==> config.mk <==
export PLATFORM = sky130hd
export DESIGN_NAME = text_encoding_detector
export DESIGN_NICKNAME = d
export VERILOG_FILES = /design/src/rtl/core/ted_pkg.sv /design/src/rtl/core/text_encoding_detector.sv
export SDC_FILE = /design/constraint.sdc
export NUM_CORES = 1
export LEC_CHECK = 0
export ABC_AREA = 1
export BUFFER_PORTS_ARGS = -buffer_cell sky130_fd_sc_hd__buf_2
export CAP_MARGIN = 10
export CORE_MARGIN = 5
export CORE_UTILIZATION = 58
export CTS_BUF_LIST = sky130_fd_sc_hd__clkbuf_8
export CTS_CLUSTER_SIZE = 30
export DETAILED_ROUTE_END_ITERATION = 12
export PLACE_DENSITY = 0.76
export REMOVE_ABC_BUFFERS = 1
export SLEW_MARGIN = 20
export SYNTH_ARGS = -nofsm -noshare
export SYNTH_HDL_FRONTEND = slang
export SYNTH_SLANG_ARGS = --single-unit
==> constraint.sdc <==
create_clock -name i_clk -period 5.8 [get_ports i_clk]
set_clock_uncertainty 0.1 [all_clocks]
set_input_delay 0.29 -clock i_clk [delete_from_list [all_inputs] [get_ports i_clk]]
set_output_delay 0.29 -clock i_clk [all_outputs]
set_load 0.01 [all_outputs]
==> src/rtl/core/ted_pkg.sv <==
`timescale 1ns / 1ps
// ted_pkg: types, byte constants and byte class helpers for the text encoding detector
// depends on nothing; imported by text_encoding_detector and its bench

package ted_pkg;

    // verdict codes
    typedef enum logic [1:0] {
        VERDICT_UTF8   = 2'd0,
        VERDICT_EUC    = 2'd1,
        VERDICT_SJIS   = 2'd2,
        VERDICT_BINARY = 2'd3
    } t_verdict;

    // position inside a multi-byte group
    typedef enum logic [1:0] {
        PH_LEAD   = 2'd0,
        PH_SECOND = 2'd1,
        PH_THIRD  = 2'd2
    } t_phase;

    // kind of group closed by the current byte
    typedef enum logic [2:0] {
        GRP_NONE,
        GRP_UTF8,
        GRP_EUC,
        GRP_SJIS,
        GRP_UNK
    } t_grp;

    localparam logic [7:0] B_NUL       = 8'h00;
    localparam logic [7:0] B_TAB       = 8'h09;
    localparam logic [7:0] B_LF        = 8'h0A;
    localparam logic [7:0] B_CR        = 8'h0D;
    localparam logic [7:0] B_SPACE     = 8'h20;
    localparam logic [7:0] B_TILDE     = 8'h7E;
    localparam logic [7:0] B_CONT_LO   = 8'h80;
    localparam logic [7:0] B_CONT_HI   = 8'hBF;
    localparam logic [7:0] B_U2_LO     = 8'hC2;
    localparam logic [7:0] B_U2_HI     = 8'hDF;
    localparam logic [7:0] B_U3_E0     = 8'hE0;
    localparam logic [7:0] B_U3_E0_LO  = 8'hA0;
    localparam logic [7:0] B_U3_LO     = 8'hE1;
    localparam logic [7:0] B_U3_HI     = 8'hEC;
    localparam logic [7:0] B_U3_ED     = 8'hED;
    localparam logic [7:0] B_U3_ED_HI  = 8'h9F;
    localparam logic [7:0] B_U3_EE     = 8'hEE;
    localparam logic [7:0] B_U3_EF     = 8'hEF;
    localparam logic [7:0] B_EUC_SS2   = 8'h8E;
    localparam logic [7:0] B_EUC_LO    = 8'hA1;
    localparam logic [7:0] B_EUC_HI    = 8'hFE;
    localparam logic [7:0] B_KANA_HI   = 8'hDF;
    localparam logic [7:0] B_SJ1_LO    = 8'h81;
    localparam logic [7:0] B_SJ1_HI    = 8'h9F;
    localparam logic [7:0] B_SJ1B_HI   = 8'hEF;
    localparam logic [7:0] B_SJ2_LO    = 8'h40;
    localparam logic [7:0] B_SJ2_HI    = 8'hFC;

    localparam int unsigned UNK_SCALE   = 100;
    localparam int unsigned COUNT_SCALE = 11;

    function automatic logic in_rng(input logic [7:0] v, input logic [7:0] lo,
                                    input logic [7:0] hi);
        return (v >= lo) && (v <= hi);
    endfunction

    function automatic logic is_ascii(input logic [7:0] b);
        return (b == B_TAB) || (b == B_LF) || (b == B_CR) || in_rng(b, B_SPACE, B_TILDE);
    endfunction

    function automatic logic is_cont(input logic [7:0] b);
        return in_rng(b, B_CONT_LO, B_CONT_HI);
    endfunction

    function automatic logic utf8_three(input logic [7:0] a, input logic [7:0] b,
                                        input logic [7:0] c);
        logic ok;
        ok = 1'b0;
        if (is_cont(c)) begin
            if (a == B_U3_E0)
                ok = in_rng(b, B_U3_E0_LO, B_CONT_HI);
            else if (in_rng(a, B_U3_LO, B_U3_HI) || (a == B_U3_EE) || (a == B_U3_EF))
                ok = is_cont(b);
            else if (a == B_U3_ED)
                ok = in_rng(b, B_CONT_LO, B_U3_ED_HI);
        end
        return ok;
    endfunction

    // lone lead: half-width kana or unknown
    function automatic t_grp single_grp(input logic [7:0] a);
        return in_rng(a, B_EUC_LO, B_KANA_HI) ? GRP_SJIS : GRP_UNK;
    endfunction

    function automatic t_grp pair_grp(input logic [7:0] a, input logic [7:0] b);
        t_grp g;
        if ((a == B_EUC_SS2) && in_rng(b, B_EUC_LO, B_KANA_HI))
            g = GRP_EUC;
        else if (in_rng(a, B_EUC_LO, B_EUC_HI) && in_rng(b, B_EUC_LO, B_EUC_HI))
            g = GRP_EUC;
        else if ((in_rng(a, B_SJ1_LO, B_SJ1_HI) || in_rng(a, B_U3_E0, B_SJ1B_HI)) &&
                 (in_rng(b, B_SJ2_LO, B_TILDE) || in_rng(b, B_CONT_LO, B_SJ2_HI)))
            g = GRP_SJIS;
        else
            g = single_grp(a);
        return g;
    endfunction

endpackage

==> src/rtl/core/text_encoding_detector.sv <==
`timescale 1ns / 1ps
// text_encoding_detector: classifies a file head as UTF-8, EUC-JP, Shift-JIS or binary
// depends on ted_pkg for verdict codes, group kinds and byte class helpers
//
// the byte that ends the file is accepted into the input register, and its verdict is
//   written into the result register when that byte is processed, where it waits to be taken
// throughput: one byte per cycle; the input register drains whenever the result
//   register is free or being taken, so the block only stalls on output backpressure
// reset: synchronous active low, clears the force bit, all group counters and the
//   group phase; the block starts expecting a lead byte of a new file
module text_encoding_detector
    import ted_pkg::*;
#(
    parameter int unsigned WINDOW_BYTES = 512
) (
    input  logic       i_clk,
    input  logic       i_rst_n,
    // byte requests
    input  logic       i_in_valid,
    output logic       o_in_ready,
    input  logic [7:0] i_data_byte,
    input  logic       i_last_byte,
    // verdict requests
    output logic       o_out_valid,
    input  logic       i_out_ready,
    output logic [1:0] o_verdict,
    output logic [9:0] o_bytes_examined,
    // configuration write requests
    input  logic       i_cfg_valid,
    output logic       o_cfg_ready,
    input  logic       i_force_utf8
);

    // counters must hold the window length itself
    localparam int unsigned CW = $clog2(WINDOW_BYTES + 1);
    // width of the scaled counts in the binary test
    localparam int unsigned MW = CW + 7;
    localparam logic [CW-1:0] WINDOW_LIMIT = CW'(WINDOW_BYTES);

    // input register
    logic          r_in_valid;
    logic [7:0]    r_byte;
    logic          r_last;

    // per-file state
    t_phase        r_phase, n_phase;
    logic [7:0]    r_lead, n_lead;
    logic [7:0]    r_second, n_second;
    logic [CW-1:0] r_utf, n_utf;
    logic [CW-1:0] r_euc, n_euc;
    logic [CW-1:0] r_sjis, n_sjis;
    logic [CW-1:0] r_unk, n_unk;
    logic [CW-1:0] r_count, n_count;
    logic          r_given, n_given;
    logic          r_force;

    // result register
    logic          r_out_valid, n_out_valid;
    t_verdict      r_verdict, n_verdict;
    logic [9:0]    r_bytes, n_bytes;

    logic          w_proc;
    logic [CW-1:0] w_cnt_inc;
    logic          w_end;
    logic          w_nul_lead;
    t_grp          w_grp;
    logic [MW-1:0] w_unk_scaled;
    logic [MW-1:0] w_cnt_scaled;
    t_verdict      w_final;

    // the byte in the input register is consumed when the result register has room
    assign w_proc      = r_in_valid && (!r_out_valid || i_out_ready);
    assign o_in_ready  = !r_in_valid || w_proc;
    assign o_cfg_ready = 1'b1;

    assign o_out_valid      = r_out_valid;
    assign o_verdict        = r_verdict;
    assign o_bytes_examined = r_bytes;

    // the file ends on a last flag or once the window is full
    assign w_cnt_inc  = r_count + CW'(1);
    assign w_end      = r_last || (w_cnt_inc >= WINDOW_LIMIT);
    assign w_nul_lead = (r_phase == PH_LEAD) && (r_byte == B_NUL);

    // group decoder: which group, if any, the current byte closes
    always_comb begin
        w_grp = GRP_NONE;
        unique case (r_phase)
            PH_LEAD: begin
                if (!w_nul_lead && !is_ascii(r_byte) && w_end)
                    w_grp = single_grp(r_byte);
            end
            PH_SECOND: begin
                if (in_rng(r_lead, B_U2_LO, B_U2_HI) && is_cont(r_byte))
                    w_grp = GRP_UTF8;
                else if (w_end)
                    w_grp = single_grp(r_lead);
            end
            default: begin
                // third byte; the unused phase code behaves the same way
                if (utf8_three(r_lead, r_second, r_byte))
                    w_grp = GRP_UTF8;
                else if (w_end)
                    w_grp = single_grp(r_lead);
                else
                    w_grp = pair_grp(r_lead, r_second);
            end
        endcase
    end

    // group phase next state
    always_comb begin
        n_phase  = r_phase;
        n_lead   = r_lead;
        n_second = r_second;
        unique case (r_phase)
            PH_LEAD: begin
                if (!w_nul_lead && !is_ascii(r_byte) && !w_end) begin
                    n_phase = PH_SECOND;
                    n_lead  = r_byte;
                end
            end
            PH_SECOND: begin
                if (w_grp != GRP_NONE) begin
                    n_phase = PH_LEAD;
                end else begin
                    n_phase  = PH_THIRD;
                    n_second = r_byte;
                end
            end
            default: begin
                n_phase = PH_LEAD;
            end
        endcase
    end

    // binary when unknown*100 >= 11*count, else the largest count with
    // ties going to utf-8 and then euc
    assign w_unk_scaled = MW'(n_unk) * MW'(UNK_SCALE);
    assign w_cnt_scaled = MW'(w_cnt_inc) * MW'(COUNT_SCALE);

    always_comb begin
        if (w_unk_scaled >= w_cnt_scaled)
            w_final = VERDICT_BINARY;
        else if ((n_utf >= n_euc) && (n_utf >= n_sjis))
            w_final = VERDICT_UTF8;
        else if (n_euc >= n_sjis)
            w_final = VERDICT_EUC;
        else
            w_final = VERDICT_SJIS;
    end

    // counters (the next-count values also feed the verdict above)
    always_comb begin
        n_utf  = r_utf  + CW'(w_grp == GRP_UTF8);
        n_euc  = r_euc  + CW'(w_grp == GRP_EUC);
        n_sjis = r_sjis + CW'(w_grp == GRP_SJIS);
        n_unk  = r_unk  + CW'(w_grp == GRP_UNK);
    end

    // result register next value
    always_comb begin
        n_out_valid = r_out_valid && !i_out_ready;
        n_verdict   = r_verdict;
        n_bytes     = r_bytes;
        n_given     = r_given;
        if (w_proc && !r_given) begin
            if (r_force) begin
                n_out_valid = 1'b1;
                n_verdict   = VERDICT_UTF8;
            end else if (w_nul_lead) begin
                n_out_valid = 1'b1;
                n_verdict   = VERDICT_BINARY;
            end else if (w_end) begin
                n_out_valid = 1'b1;
                n_verdict   = w_final;
            end
            n_bytes = 10'(w_cnt_inc);
            if (n_out_valid && !r_last)
                n_given = 1'b1;
        end
    end

    always_ff @(posedge i_clk) begin
        if (!i_rst_n) begin
            r_in_valid  <= 1'b0;
            r_out_valid <= 1'b0;
            r_force     <= 1'b0;
            r_phase     <= PH_LEAD;
            r_lead      <= '0;
            r_second    <= '0;
            r_utf       <= '0;
            r_euc       <= '0;
            r_sjis      <= '0;
            r_unk       <= '0;
            r_count     <= '0;
            r_given     <= 1'b0;
        end else begin
            if (i_cfg_valid)
                r_force <= i_force_utf8;

            if (o_in_ready)
                r_in_valid <= i_in_valid;

            r_out_valid <= n_out_valid;

            if (w_proc) begin
                if (r_given) begin
                    // bytes after the verdict are dropped until the file ends
                    if (r_last) begin
                        r_phase  <= PH_LEAD;
                        r_lead   <= '0;
                        r_second <= '0;
                        r_utf    <= '0;
                        r_euc    <= '0;
                        r_sjis   <= '0;
                        r_unk    <= '0;
                        r_count  <= '0;
                        r_given  <= 1'b0;
                    end
                end else if (n_out_valid && r_last) begin
                    // verdict on the final byte: rearm at once
                    r_phase  <= PH_LEAD;
                    r_lead   <= '0;
                    r_second <= '0;
                    r_utf    <= '0;
                    r_euc    <= '0;
                    r_sjis   <= '0;
                    r_unk    <= '0;
                    r_count  <= '0;
                    r_given  <= 1'b0;
                end else begin
                    r_count <= w_cnt_inc;
                    r_given <= n_given;
                    if (!r_force) begin
                        r_phase  <= n_phase;
                        r_lead   <= n_lead;
                        r_second <= n_second;
                        r_utf    <= n_utf;
                        r_euc    <= n_euc;
                        r_sjis   <= n_sjis;
                        r_unk    <= n_unk;
                    end
                end
            end
        end
    end

    // payload registers
    always_ff @(posedge i_clk) begin
        if (o_in_ready) begin
            r_byte <= i_data_byte;
            r_last <= i_last_byte;
        end
        r_verdict <= n_verdict;
        r_bytes   <= n_bytes;
    end

endmodule

==> impl_metrics.json <==
{
  "drive_above_1_share": 0.188,
  "rows": 41,
  "cellLeakagePower_nw": 4.39,
  "root_buffer": "clkbuf_8",
  "reg2reg_depth": 33,
  "hp-class": "in -> reg",
  "status": "finished, violations left",
  "vias": 6838,
  "slowest_delay_ns": 0.50,
  "clk_pin_slew_ns": 0.10,
  "clock_power_share": 0.330,
  "cts_made_buffers": 9,
  "syn_area_um2": 7520,
  "final_cell_mix": "nand2_1, inv_1, ha_1",
  "worstSetupStartpointType": "flip-flop",
  "min_path_cells": 3,
  "cp.arrival_ns": 5.89,
  "dieArea_um2": 15300,
  "yosysWarnings": 0,
  "drt_wl_total_mm": 17.6,
  "fill_cells": 1019,
  "cts_tree": "yes",
  "power_density_nw_per_um2": 157,
  "hold_viol": 0,
  "cts_sinks": 93,
  "wl_per_cell_um": 13.6,
  "relSlewSlack": 0.340,
  "cp.depth": 33,
  "drt_iter0_drc": 465,
  "drv_cap": 0,
  "firstDrtPassIters": 5,
  "p_seq_frac": 0.499,
  "crit_buf_inv": 4,
  "p_sw_frac": 0.303,
  "grt_pass1_vias": 6233,
  "cp_slowest_cell": "fa_1",
  "p_int_mw": 0.983,
  "dp_slack_ns": -0.317,
  "finalWeightedCongestion": 0.910,
  "maxSlewViolCount": 0,
  "h-tree-depth": 3,
  "final_common_cell": "nand2_1",
  "viasPerCell": 5.30,
  "fin_setup_tns_ns": -0.0631,
  "setup_viol": 1,
  "place_hpwl_mm": 12.3,
  "cts.path.max_buffers": 2,
  "syn_avg_cell_area_um2": 7.38,
  "max_freq_ghz": 0.171,
  "io_buffers": 28,
  "syn_to_final_growth_pct": 19.1,
  "drc": 0,
  "initial_utilization": 0.594,
  "violations": "negative setup slack",
  "grt_max_degree": 55,
  "nets": 1251,
  "period_needed_ns": 5.86,
  "antenna_cells": 0,
  "crit_path_end_kind": "flip-flop",
  "p_switching_mw": 0.427,
  "clock_latency_ns": 0.38,
  "ant_nets": 0,
  "grt_pass1_wl_mm": 28.5,
  "required_ns": 5.83,
  "critical_path_class": "reg -> reg",
  "die_w_um": 124,
  "critPathMaxFanout": 3,
  "core_um2": 12700,
  "fp.dieH_um": 124,
  "antenna_found_initial": 0,
  "rsz0062_at_grt": "yes",
  "hold_slack_ns": 0.0331,
  "pwr-share-comb": 0.171,
  "ios": 30,
  "path_delay_family": "adder cells",
  "ir_drop_uv": 125,
  "finalWorstSetupSlack_ns": -0.0631,
  "postSynthCellCount": 1019,
  "grt_util_all_layers": 0.229,
  "synth_cell_type_count": 49,
  "grt.overflow.total": 0,
  "ys_seq_elements": 93,
  "yosysSeqAreaShare": 0.275,
  "timing.final.crit_share": 1.01,
  "tightestPinTransition_ns": 0.988
}
[synth_stat cells (all sizes together)]
| cell | count | area [um^2] |
|---|---|---|
| nand2 | 250 | 966 |
| inv | 148 | 558 |
| ha | 110 | 1380 |
| a21oi | 103 | 531 |
| nor2 | 89 | 344 |
| dfxtp | 72 | 1440 |
| nand3 | 55 | 303 |
| xor2 | 42 | 368 |
| edfxtp | 21 | 631 |
| o21ai | 20 | 100 |
| nand4 | 15 | 93.8 |
| xnor2 | 15 | 131 |
| buf | 13 | 97.6 |
| fa | 12 | 240 |
| nor3 | 10 | 50.1 |
| clkbuf | 8 | 30.0 |
| o21bai | 4 | 30.0 |
| and3 | 3 | 18.8 |
| nand3b | 3 | 22.5 |
| nor4 | 3 | 18.8 |
| o211ai | 3 | 22.5 |
| a211oi | 2 | 15.0 |
| a31oi | 2 | 12.5 |
| nor3b | 2 | 15.0 |
| o211a | 2 | 20.0 |
| or2 | 2 | 12.5 |
| a2111oi | 1 | 8.76 |
| a31o | 1 | 8.76 |
| and2 | 1 | 6.26 |
| clkinv | 1 | 3.75 |
| conb | 1 | 3.75 |
| o2111ai | 1 | 8.76 |
| o21a | 1 | 7.51 |
| o221ai | 1 | 8.76 |
| o31ai | 1 | 7.51 |
| o41ai | 1 | 8.76 |
[final cells by class]
cell class / count / area [um^2] / area share
tap: 172 / 215 / 0.0240
sequential: 93 / 2100 / 0.234
clock buffer: 9 / 124 / 0.0138
multi-input combinational: 756 / 5120 / 0.572
clock inverter: 7 / 81.3 / 0.00908
timing repair buffer: 105 / 756 / 0.0844
inverter: 149 / 562 / 0.0627
[tightest hold or removal path, delay by kind of cell]
kind | cells | cell delay [ns]
buffers and inverters | 1 | 0.08
and+or+nand+nor | 1 | 0.07
AOI/OAI and AO/OA | 1 | 0.05
[metrics by stage]
step	area [um^2]	utilization	std cells	total power, mW
finish	8950	0.707	1291	1.41
global route	8950	0.707	1291	1.47
CTS	8730	0.689	1285	1.40
detailed placement	8150	0.643	1251	0.928
global placement	8150	0.643	1251	0.924
floorplan	7390	-	998	0.854
[registers in the layout, indices dropped and copies added, names as in the netlist, 2 cells and up]
name,flops
r_lead,8
r_euc,10
o_bytes_examined,10
r_phase,2
r_sjis,10
r_second,8
r_unk,10
r_utf,10
o_verdict,2
r_count,10
r_byte,8
[cells by family (layout without fill, tap and decap cells)]
logic type	after synthesis	count (layout)	share of synthesized area
fa+ha+maj	122	122	0.215
flops	93	93	0.275
other cells	1	1	0.000499
buf+inv	170	270	0.0917
simple gates	433	433	0.246
xor+xnor	57	57	0.0664
compound gates	143	143	0.105
[routing by layer]
layer | GRT usage | vias to the layer above | share of wire | wire length (um)
met2 | 0.393 | 102 | 0.51 | 8880
met5 | 0 | - | 0 | 0
li1 | - | 3504 | - | -
met3 | 0.0395 | 45 | 0.029 | 506
met1 | 0.292 | 3187 | 0.44 | 7650
met4 | 0.0768 | 0 | 0.031 | 543
[path summary, 6_finish.rpt]
kind                                         startpoint  slack (ns)                         end
worst max-delay path            r_count[0]$_SDFFE_PN0P_       -0.06  o_verdict[1]$_SDFFCE_PP0P_
worst min-delay path                       i_force_utf8        0.03        r_force$_SDFFE_PN0P_
worst max register to register  r_count[0]$_SDFFE_PN0P_       -0.06  o_verdict[1]$_SDFFCE_PP0P_
worst min register to register    r_utf[0]$_SDFFE_PN0P_        0.38       r_utf[0]$_SDFFE_PN0P_
[timing repair]
| item | 4_1_cts | 5_1_grt |
|---|---|---|
| resized for setup | 48 | 59 |
| cloned | 0 | 0 |
| setup endpoints to repair | 2 | 2 |
| pin swaps | 25 | 41 |
| hold endpoints to repair | 9 | 0 |
| hold buffers | 9 | 0 |
| buffers inserted | 9 | 6 |
[power by group through the flow]
stage	logic (mW)	clock network (mW)	registers [mW]
6_report	0.241	0.465	0.704
5_1_grt	0.270	0.497	0.707
4_1_cts	0.226	0.470	0.701
3_5_place_dp	0.213	0	0.715
3_3_place_gp	0.210	0	0.714
2_1_floorplan	0.139	0	0.715
(Power assumes the default switching activity.)
